==> src/hw/rtl/rpn_pkg.sv <==
// Shared types, codes and defaults for the reverse Polish calculator core.
// No dependencies; used by rpn_ctrl, rpn_dp, rpn_div and the top level.
package rpn_pkg;

    // Default sizing of the operand stack and of the fixed-point format.
    localparam int STACK_DEPTH_DEF   = 128;
    localparam int FRACTION_BITS_DEF = 16;
    localparam int VALUE_W           = 32;

    // Token codes carried on the input tuser.
    typedef logic [2:0] opcode_t;
    localparam opcode_t OP_PUSH  = 3'd0;
    localparam opcode_t OP_ADD   = 3'd1;
    localparam opcode_t OP_SUB   = 3'd2;
    localparam opcode_t OP_MUL   = 3'd3;
    localparam opcode_t OP_DIV   = 3'd4;
    localparam opcode_t OP_PRINT = 3'd5;

    // Result status codes carried on the output tuser.
    typedef logic [2:0] status_t;
    localparam status_t ST_VALUE   = 3'd0;
    localparam status_t ST_FULL    = 3'd1;
    localparam status_t ST_EMPTY   = 3'd2;
    localparam status_t ST_DIV0    = 3'd3;
    localparam status_t ST_UNKNOWN = 3'd4;

    // Controller states.
    typedef enum logic [3:0] {
        S_IDLE,
        S_DECODE,
        S_POP_B,
        S_LOAD_B,
        S_ERR_B,
        S_POP_A,
        S_LOAD_A,
        S_ERR_A,
        S_EXEC,
        S_DIV_WAIT,
        S_PUSH_RES,
        S_EMIT_VAL,
        S_ERR_DIV0,
        S_ERR_FULL,
        S_ERR_UNK
    } state_t;

    // Commands from the controller to the datapath.
    typedef struct packed {
        logic    latch_in;      // capture the accepted token
        logic    push_operand;  // write the token operand on top, bump pointer
        logic    pop;           // read the top entry, drop pointer
        logic    clr_b;         // divisor/right operand reads as zero
        logic    ld_b;          // right operand from the read register
        logic    clr_a;
        logic    ld_a;
        logic    push_res;      // write the arithmetic result on top
        logic    div_start;
        logic    emit;          // load the output register
        status_t emit_status;
        logic    emit_last;
        logic    emit_use_b;    // emitted value is the popped operand, else zero
    } dp_cmd_t;

    // Status from the datapath to the controller.
    typedef struct packed {
        opcode_t op;
        logic    sp_zero;
        logic    sp_full;
        logic    rdata_zero;
        logic    div_done;
        logic    out_free;
    } dp_sts_t;

endpackage

==> src/hw/rtl/rpn_ctrl.sv <==
// Controller state machine of the calculator: sequences pops, arithmetic,
// pushes and result transfers. Depends on rpn_pkg; drives rpn_dp.
module rpn_ctrl (
    input  logic             clk,
    input  logic             rst_n,
    input  logic             in_valid,
    output logic             in_ready,
    input  rpn_pkg::dp_sts_t sts,
    output rpn_pkg::dp_cmd_t cmd
);

    rpn_pkg::state_t state_reg;
    rpn_pkg::state_t state_next;

    always_ff @(posedge clk or negedge rst_n)
    begin
        if (!rst_n)
            state_reg <= rpn_pkg::S_IDLE;
        else
            state_reg <= state_next;
    end

    // Next-state logic.
    always_comb
    begin
        state_next = state_reg;
        unique case (state_reg) inside
            rpn_pkg::S_IDLE:
                if (in_valid)
                    state_next = rpn_pkg::S_DECODE;
            rpn_pkg::S_DECODE:
                unique case (sts.op) inside
                    rpn_pkg::OP_PUSH:
                        state_next = sts.sp_full ? rpn_pkg::S_ERR_FULL : rpn_pkg::S_IDLE;
                    rpn_pkg::OP_ADD, rpn_pkg::OP_SUB, rpn_pkg::OP_MUL,
                    rpn_pkg::OP_DIV, rpn_pkg::OP_PRINT:
                        state_next = rpn_pkg::S_POP_B;
                    default:
                        state_next = rpn_pkg::S_ERR_UNK;
                endcase
            rpn_pkg::S_POP_B:
                state_next = sts.sp_zero ? rpn_pkg::S_ERR_B : rpn_pkg::S_LOAD_B;
            rpn_pkg::S_LOAD_B:
                if (sts.op == rpn_pkg::OP_PRINT)
                    state_next = rpn_pkg::S_EMIT_VAL;
                else if (sts.op == rpn_pkg::OP_DIV && sts.rdata_zero)
                    state_next = rpn_pkg::S_ERR_DIV0;
                else
                    state_next = rpn_pkg::S_POP_A;
            rpn_pkg::S_ERR_B:
                if (sts.out_free)
                begin
                    if (sts.op == rpn_pkg::OP_PRINT)
                        state_next = rpn_pkg::S_EMIT_VAL;
                    else if (sts.op == rpn_pkg::OP_DIV)
                        state_next = rpn_pkg::S_ERR_DIV0;
                    else
                        state_next = rpn_pkg::S_POP_A;
                end
            rpn_pkg::S_POP_A:
                state_next = sts.sp_zero ? rpn_pkg::S_ERR_A : rpn_pkg::S_LOAD_A;
            rpn_pkg::S_LOAD_A:
                state_next = rpn_pkg::S_EXEC;
            rpn_pkg::S_ERR_A:
                if (sts.out_free)
                    state_next = rpn_pkg::S_EXEC;
            rpn_pkg::S_EXEC:
                state_next = (sts.op == rpn_pkg::OP_DIV) ? rpn_pkg::S_DIV_WAIT
                                                         : rpn_pkg::S_PUSH_RES;
            rpn_pkg::S_DIV_WAIT:
                if (sts.div_done)
                    state_next = rpn_pkg::S_PUSH_RES;
            rpn_pkg::S_PUSH_RES:
                state_next = rpn_pkg::S_IDLE;
            rpn_pkg::S_EMIT_VAL,
            rpn_pkg::S_ERR_DIV0,
            rpn_pkg::S_ERR_FULL,
            rpn_pkg::S_ERR_UNK:
                if (sts.out_free)
                    state_next = rpn_pkg::S_IDLE;
            default:
                state_next = rpn_pkg::S_IDLE;
        endcase
    end

    // Output logic: datapath commands per state.
    always_comb
    begin
        cmd      = '0;
        in_ready = 1'b0;
        unique case (state_reg)
            rpn_pkg::S_IDLE:
            begin
                in_ready     = 1'b1;
                cmd.latch_in = in_valid;
            end
            rpn_pkg::S_DECODE:
                cmd.push_operand = (sts.op == rpn_pkg::OP_PUSH) && !sts.sp_full;
            rpn_pkg::S_POP_B:
            begin
                cmd.pop   = ~sts.sp_zero;
                cmd.clr_b = sts.sp_zero;
            end
            rpn_pkg::S_LOAD_B:
                cmd.ld_b = 1'b1;
            rpn_pkg::S_ERR_B:
            begin
                // An empty right operand is never the final result.
                cmd.emit        = sts.out_free;
                cmd.emit_status = rpn_pkg::ST_EMPTY;
            end
            rpn_pkg::S_POP_A:
            begin
                cmd.pop   = ~sts.sp_zero;
                cmd.clr_a = sts.sp_zero;
            end
            rpn_pkg::S_LOAD_A:
                cmd.ld_a = 1'b1;
            rpn_pkg::S_ERR_A:
            begin
                // The push that follows always fits, so this one ends the token.
                cmd.emit        = sts.out_free;
                cmd.emit_status = rpn_pkg::ST_EMPTY;
                cmd.emit_last   = 1'b1;
            end
            rpn_pkg::S_EXEC:
                cmd.div_start = (sts.op == rpn_pkg::OP_DIV);
            rpn_pkg::S_DIV_WAIT:
                cmd = '0;
            rpn_pkg::S_PUSH_RES:
                cmd.push_res = 1'b1;
            rpn_pkg::S_EMIT_VAL:
            begin
                cmd.emit        = sts.out_free;
                cmd.emit_status = rpn_pkg::ST_VALUE;
                cmd.emit_last   = 1'b1;
                cmd.emit_use_b  = 1'b1;
            end
            rpn_pkg::S_ERR_DIV0:
            begin
                cmd.emit        = sts.out_free;
                cmd.emit_status = rpn_pkg::ST_DIV0;
                cmd.emit_last   = 1'b1;
            end
            rpn_pkg::S_ERR_FULL:
            begin
                cmd.emit        = sts.out_free;
                cmd.emit_status = rpn_pkg::ST_FULL;
                cmd.emit_last   = 1'b1;
            end
            rpn_pkg::S_ERR_UNK:
            begin
                cmd.emit        = sts.out_free;
                cmd.emit_status = rpn_pkg::ST_UNKNOWN;
                cmd.emit_last   = 1'b1;
            end
            default:
                cmd = '0;
        endcase
    end

endmodule

==> config.mk <==
export PLATFORM = sky130hd
export DESIGN_NAME = rpn_ctrl
export DESIGN_NICKNAME = d
export VERILOG_FILES = /design/src/hw/rtl/rpn_pkg.sv /design/src/hw/rtl/rpn_ctrl.sv
export SDC_FILE = /design/constraint.sdc
export NUM_CORES = 1
export LEC_CHECK = 0
export ABC_CLOCK_PERIOD_IN_PS = 1600
export BUFFER_PORTS_ARGS = -buffer_cell sky130_fd_sc_hd__buf_2
export CAP_MARGIN = 15
export CORE_UTILIZATION = 30
export DETAILED_ROUTE_END_ITERATION = 6
export PLACE_DENSITY_LB_ADDON = 0.1
export SLEW_MARGIN = 25
export SYNTH_ARGS = -nofsm -noshare
export SYNTH_HDL_FRONTEND = slang
export SYNTH_SLANG_ARGS = --single-unit
export TNS_END_PERCENT = 100
==> constraint.sdc <==
create_clock -name clk -period 1.6 [get_ports clk]
set_input_delay 0.16 -clock clk [delete_from_list [all_inputs] [get_ports clk]]
set_output_delay 0.16 -clock clk [all_outputs]
set_load 0.02 [all_outputs]
# --- Yosys cells after proc, flatten, opt, wreduce, memory -nomap -nowiden ---
# Cells that the tools add are included.
totals:
  wordCells: 65
  mem_count: 0
  out_inout_bits: 16
  mem_bits_rw: 0
  romBits: 0
  latch_bits: 0
  regBits: 4
op_classes:
  n_reduce_logical: 11
  n_bitwise: 1
  magnitude_cmp: 0
  mux: 28
  eq_ne: 24
  n_mul: 0
  shifts: 0
  add_sub_neg: 0
  n_div: 0
op_table:
  columns: ["cell", "count"]
  rows:
  - ["$pmux 4 s11", 1]
  - ["$mux 4", 10]
  - ["$eq 4x4->1 const B", 7]
  - ["$pmux 4 s5", 1]
  - ["$eq 4x3->1 const B", 4]
  - ["$mux 1", 13]
  - ["$ne 2x2->1 const B", 5]
  - ["$reduce_or 5->1", 2]
  - ["$eq 4x2->1 const B", 2]
  - ["$pmux 4 s2", 1]
  - ["$eq 3x2->1 const B", 2]
  - ["$eq 3x3->1 const B", 2]
  - ["$reduce_and 5->1", 1]
  - ["$eq 4x1->1 const B", 1]
  - ["$logic_not 4->1", 1]
  - ["$reduce_or 2->1", 2]
  - ["$reduce_or 4->1", 1]
  - ["$eq 3x1->1 const B", 1]
  - ["$logic_not 3->1", 1]
  - ["$mux 3", 1]
  - ["$logic_and 1x1->1", 2]
  - ["$mux 2", 1]
  - ["$logic_not 1->1", 1]
  - ["$not 1->1", 1]

# --- Longest topological paths before layout ---
# Gate-level depths: netlist of the first run.
logic_depth:
  depth_word: 5
  mapped_depth: 7

# --- Worst setup path before layout of the first run ---
# Ideal clock, no wire load.
synth_timing:
  kind: "register -> output"
  start: "register state_reg[1]"
  end: "output cmd[14] (netlist name)"
  setup_slack_ps: -382
  required_ps: 1440
  path_stages_with_launch: 5
  arrival_ps: 1822
  cell_sequence: "dfrtp_1 -> buf_6 -> clkbuf_1 -> nor4_1 -> and2_1"
synth_rtl:
  columns: ["item", "line", "source"]
  rows:
  - ["from (decl)", "rpn_ctrl.sv:12", "rpn_pkg::state_t state_reg;"]
  - ["from (signal assigned)", "rpn_ctrl.sv:18", "state_reg <= rpn_pkg::S_IDLE;"]
  - ["from (signal assigned)", "rpn_ctrl.sv:20", "state_reg <= state_next;"]
  - ["to (decl)", "rpn_ctrl.sv:9", "output rpn_pkg::dp_cmd_t cmd"]

==> metrics.md, run 1 <==
| Metric | Value |
|---|---|
| Outcome | finished clean |
| WP buf/inv | 3 |
| FILL cells | 206 |
| Layout cells sized above 1 | 52.3% |
| I/O pins | 27 |
| Max Clk Rate | 628 MHz |
| CP endpoint | cmd[14] |
| Core area | 0.00204 mm² |
| Worst R2R Start | state_reg[2] |
| Cell with the most instances after synthesis | nor2_1 |
| Compound-gate portion of the synthesized area | 31.9% |
| Slowest CP cell | dfrtp_2 |
| Fraction of the mapped netlist area in adder cells | 0% |
| Synth top area cells | dfrtp_1 15%, nor2_1 6.1%, nand2_1 5.5%, buf_2 4.4%, a22o_1 3.9% |
| Switching power | 1030 µW |
| Combinational power share | 82.5% |
| Max reg flops | 4 |
| Peak VDD IR | 0.000889 V |
| GRT Util Overall | 20.3% |
| CTS buffer count | 3 |
| DRC violations left | 0 |
| Final period util | 99.5% |
| RSZ-0062 raised after global routing | yes |
| Port bufs | 26 |
| Required time of the critical path | 1.44 ns |
| Critical Path Fanout Max | 7 |
| Post-synth top cells | 11 x nor2_1, 10 x nand2_1, 6 x buf_2 |
| Crit path depth | 5 |
| Vias/cell | 5.57 |
| Internal | 1120 µW |
| Final GP Congestion | 0.844 |
| Clock Latency Late Sink | 0.25 ns |
| Clock share of power | 6.3% |
| Reg2Reg Depth | 6 |
| Synth top area share | 14.7% |
| Register bit count reported by yosys | 4 |
| Fin Clk Skew | 0.00446 ns |
| CTS root buf | clkbuf_4 |
| Worst-path clk slew | 0.04 ns |
| Synth async-reset ratio | 100% |
| Synth area leader | dfrtp_1 |
| Sequential area share after synthesis | 14.7% |
| Clock sink count | 4 |
| Max_cap viols | 0 |
| Initial antenna violation count | 0 |
| N_diodes | 0 |
| PD cells | 1790 mW/mm² |
| Routed Wire Length | 2620 µm |
| Syn nets | 110 |
| R2R Setup Slk | 0.05 ns |
| Worst Setup End Kind | output port |
| Crit path launch type | flop |
| GR Overflow Total | 0 |
| Die height | 49.7 µm |
| Detailed placement HPWL | 1690 µm |
| Crit path time final | 1.59 ns |
| Slew @ Worst Pin | 0.316 ns |
| Core Rows | 16 |
| DR vias | 981 |
| DIE AREA | 0.00247 mm² |
| Drt pass-1 iters | 4 |
| Crit path largest cell delay | 0.46 ns |
| 1st-iter DRT viols | 25 |
| NumNets Final | 162 |
| Post-synth EDFFs | 0 |
| Area share of and/or/nand/nor cells after synthesis | 38.3% |
| Post-synthesis cell area | 682 µm² |
| Die X | 49.7 µm |
| Slew Viols, Final | 0 |
| Routed Antenna Nets | 0 |
| Starting Density | 33.4% |
| Cell variety after synth | 40 |
| First-pass GRT wire length | 3770 µm |
| Hold WC Path Type | in -> async |
| Critical Path AT | 1.43 ns |
| Final setup vio count | 0 |
| Reg-to-reg endpoint | state_reg[0] |
| Pre-CTS setup slack | 0.0128 ns |
| Fin area | 0.00120 mm² |
| Post-Synthesis Cells | 99 |
| Switch share | 47.9% |
| Top delay family on crit path | flip-flops |
| Max clock buf depth | 2 |
| Cell Chain, Critical Path | buf_6 > buf_6 > nor4_4 > and2_4 > buf_6 |
| Area growth syn-to-layout | 76.3% |
| Final WS setup | 0.00850 ns |
| Vias in the first global route | 848 |
| H-tree levels | 1 |
| Final hold vios | 0 |
| Main synth FF type | dfrtp_1 |
| CP Launch Point | state_reg[0] |
| CP Class | reg -> out |
| Setup TNS Final | 0 ns |
| Post-Syn Area per Cell | 6.89 µm² |
| Most frequent cell on the critical path | buf_6 |
| Register share of total power | 11.1% |
| Leak Pwr | 0.000573 µW |
| Post-synthesis mux area share | 2.94% |
| CTS tree | built |
| Placement Cell Area | 938 µm² |
| Xor/xnor cell area share of the yosys netlist | 3.85% |
| Average wire per standard cell | 14.9 µm |
| Largest net degree at the start of global routing | 12 |
| Slew margin rel. | 78.9% |
| Syn. warnings | 0 |
| Largest family of logic cells by synthesized area | simple AND/OR/NAND/NOR gates |
## cells by family (layout without fill, tap and decap cells)
logic type                after synthesis  after routing
and+or+nand+nor                        49             49
AOI/OAI and AO/OA                      30             30
buffers and inverters                  11             61
DFF                                     4              4
xor gates and xnor gates                3              3
muxes                                   2              2
## placed cells by master, fill, tap and decap left out, drive strengths merged, types with 2 or more instances in the layout
master  count
mux2i       2
nor3b       3
inv         2
nor4        3
nand2      11
nand3       3
a21o        2
and3        2
a21oi       4
or3         2
and2        2
o21ai       5
a22o        3
xor2        2
buf        55
o211ai      2
a31oi       2
nor2b       3
dfrtp       4
a21boi      2
nor3        4
clkbuf      3
nor2       11
a211oi      2
## layer usage
layer  GRT usage (%)  vias up  routed length (µm)  share of wire, %
met3            2.16        9                 139               5.3
met5               0        -                   0                 0
met4            9.05        0                  68               2.6
met2            36.3       44                1310                50
met1            24.1      458                1100                42
li1                -      470                   -                 -
## through the flow
step / power (µW) / hold WS (ns) / util [%] / std cells
6_report: 2150 / 0.252 / 58.9 / 176
5_1_grt: 2290 / 0.252 / 58.9 / 176
3_5_place_dp: 1510 / -0.0337 / 46.0 / 159
3_3_place_gp: 1510 / -0.0332 / 46.0 / 159
4_1_cts: 1810 / 0.249 / 51.7 / 169
2_1_floorplan: 1090 / -0.136 / - / 99
## worst min-delay path by stage
stage / to / slack [ns] / cells past startpoint
after floorplan: state_reg[0] / -0.14 / 0
after global placement: state_reg[1] / -0.03 / 1
after detailed placement: state_reg[1] / -0.03 / 1
after CTS: state_reg[3] / 0.25 / 2
after global routing: state_reg[3] / 0.25 / 2
final: state_reg[0] / 0.25 / 2
## area by class of cell
cell class / instances / area [µm²] / area share, %
multi-input combinational: 84 / 624 / 51.9
sequential: 4 / 104 / 8.64
tap: 27 / 33.8 / 2.81
timing repair buffer: 56 / 410 / 34.1
inverter: 2 / 7.51 / 0.624
clock buffer: 3 / 22.5 / 1.87
## power by group through the flow
stage               logic (µW)  registers (µW)  clock network, µW
floorplan                  912             179                  0
global placement          1280             226                  0
detailed placement        1280             232                  0
CTS                       1450             235                129
global route              1900             246                148
finish                    1780             240                137
## what timing repair did
item / 4_1_cts / 5_1_grt
hold buffers: 1 / 0
gates resized for setup: 14 / 27
cloned: 0 / 0
pin swaps: 2 / 11
endpoints found under the hold margin: 4 / 0
setup buffers: 7 / 8
endpoints found under the setup margin: 12 / 13
(Power assumes the default switching activity.)
==> run 2: changes to the inputs <==
==> constraint.sdc (replaced) <==
create_clock -name clk -period 1.6 [get_ports clk]
set_input_delay 0 -clock clk [delete_from_list [all_inputs] [get_ports clk]]
set_output_delay 0 -clock clk [all_outputs]
set_load 0.02 [all_outputs]
==> run 2 against run 1 <==
  * Clock skew shrank 0.0037 ns
  * Cell area fell by 15%
  * Combinational power down 23%
==> metrics.md, run 2 (synthesis results as in run 1) <==
| Metric | Value |
|---|---|
| Final hold vios | 0 |
| Crit path launch type | flop |
| Initial antenna violation count | 0 |
| Vias/cell | 5.36 |
| Reg2Reg Depth | 6 |
| 1st-iter DRT viols | 13 |
| GR Overflow Total | 0 |
| Most frequent cell on the critical path | buf_4 |
| Port bufs | 26 |
| Max clock buf depth | 2 |
| Top delay family on crit path | buffers and inverters |
| Leak Pwr | 0.000488 µW |
| Highest metal used | met4 |
| Outcome | finished clean |
| Worst Setup End Kind | output port |
| Peak VDD IR | 0.000872 V |
| Required time of the critical path | 1.60 ns |
| Detailed placement HPWL | 1600 µm |
| WL met2 | 1100 µm |
| Max reg flops | 4 |
| Core area | 0.00204 mm² |
| Placement Cell Area | 911 µm² |
| Register share of total power | 13.9% |
| Starting Density | 33.4% |
| CTS buffer count | 3 |
| H-tree levels | 1 |
| Switching power | 847 µW |
| Most common cell after layout, fill and taps aside | buf_2 |
| Final period util | 95.6% |
| PD cells | 1700 mW/mm² |
| Hold WC Path Type | in -> async |
| Fin area | 0.00102 mm² |
| Layout cells sized above 1 | 42.3% |
| Die height | 49.7 µm |
| Hold_ws | 0.125 ns |
| Most frequent cells in the layout | 25 x buf_2, 16 x buf_4, 11 x nor2_1, 10 x nand2_1 |
| Combinational power share | 78.9% |
| Average wire per standard cell | 13.6 µm |
| Finished Layout Cells | 164 |
| DIE AREA | 0.00247 mm² |
| Metal3 WL | 74 µm |
| Slew margin rel. | 75.9% |
| First-pass GRT wire length | 3730 µm |
| N_diodes | 0 |
| DRC violations left | 0 |
| DR vias | 879 |
| CP Class | reg -> out |
| Clock sink count | 4 |
| Critical Path Fanout Max | 11 |
| Slowest CP cell | dfrtp_2 |
| WP buf/inv | 4 |
| Core Rows | 16 |
| Largest net degree at the start of global routing | 22 |
| Vias in the first global route | 771 |
| Clock Latency Late Sink | 0.24 ns |
| CTS tree | built |
| Max_cap viols | 0 |
| Cell Chain, Critical Path | buf_12 > buf_4 > nand2_2 > buf_4 > xnor2_1 > mux2i_1 > buf_4 |
| Die X | 49.7 µm |
| Fin Clk Skew | 0.000750 ns |
| Area growth syn-to-layout | 49.4% |
| Switch share | 48.9% |
| GRT Util Overall | 19.7% |
| DRT met1 WL | 1020 µm |
| Crit path depth | 7 |
| I/O pins | 27 |
| R2R Setup Slk | 0.08 ns |
| Routed Wire Length | 2220 µm |
| Slew @ Worst Pin | 0.361 ns |
| Internal | 886 µW |
| Crit path largest cell delay | 0.42 ns |
| Max Clk Rate | 654 MHz |
| Worst-path clk slew | 0.04 ns |
| Routed Antenna Nets | 0 |
| Critical Path AT | 1.53 ns |
| NumNets Final | 150 |
| Slew Viols, Final | 0 |
| Design Power | 1730 µW |
| Final GP Congestion | 0.805 |
| Crit path time final | 1.53 ns |
| Drt pass-1 iters | 4 |
| Final setup vio count | 0 |
| Total placed cells including tap cells | 154 |
| CTS root buf | clkbuf_4 |
| Clock share of power | 7.2% |
run 2: cell count changes in the layout (fill, tap and decap cells not counted), sizes merged:
cell,change
buf,-12
run 2: final timing paths:
check                              from      endpoint
max                        state_reg[1]        cmd[1]
min                               rst_n  state_reg[0]
max reg2reg                state_reg[1]  state_reg[2]
min reg2reg                state_reg[1]  state_reg[1]
max in group asynchronous         rst_n  state_reg[2]
min in group clk                 sts[0]  state_reg[0]
run 2: through the flow:
step / setup WS, ns / util [%] / setup TNS [ns]
finish: 0.0705 / 49.9 / 0
global placement: 0.0344 / 44.6 / 0
global route: -0.00717 / 49.9 / -0.00964
detailed placement: 0.0156 / 44.6 / 0
CTS: 0.0184 / 47.1 / 0
floorplan: 0.0328 / - / 0
run 2: power groups by stage:
stage	Sequential, µW	Clock [µW]	Combinational, µW
after floorplan	179	0	882
after global placement	240	0	1210
after detailed placement	240	0	1210
after CTS	237	130	1250
after global routing	257	134	1500
final	241	124	1370
run 2: repair_timing:
item,in CTS,in global routing
resized for setup,2,9
endpoints found under the setup margin,2,7
hold endpoints to repair,4,0
hold buffers,1,0
setup buffers,2,4
pin swaps,0,1
run 2: cell type report:
| class | count | area, µm² |
|---|---|---|
| fill | 225 | 1020 |
| tap | 27 | 33.8 |
| multi-input combinational | 84 | 556 |
| sequential | 4 | 104 |
| timing repair buffer | 44 | 295 |
| inverter | 2 | 7.51 |
| clock buffer | 3 | 22.5 |
run 2: layer usage:
layer,vias to the layer above,GRT usage [%]
met4,0,9.52
li1,448,-
met5,-,0
met2,26,32.7
met3,4,2.78
met1,401,24.6
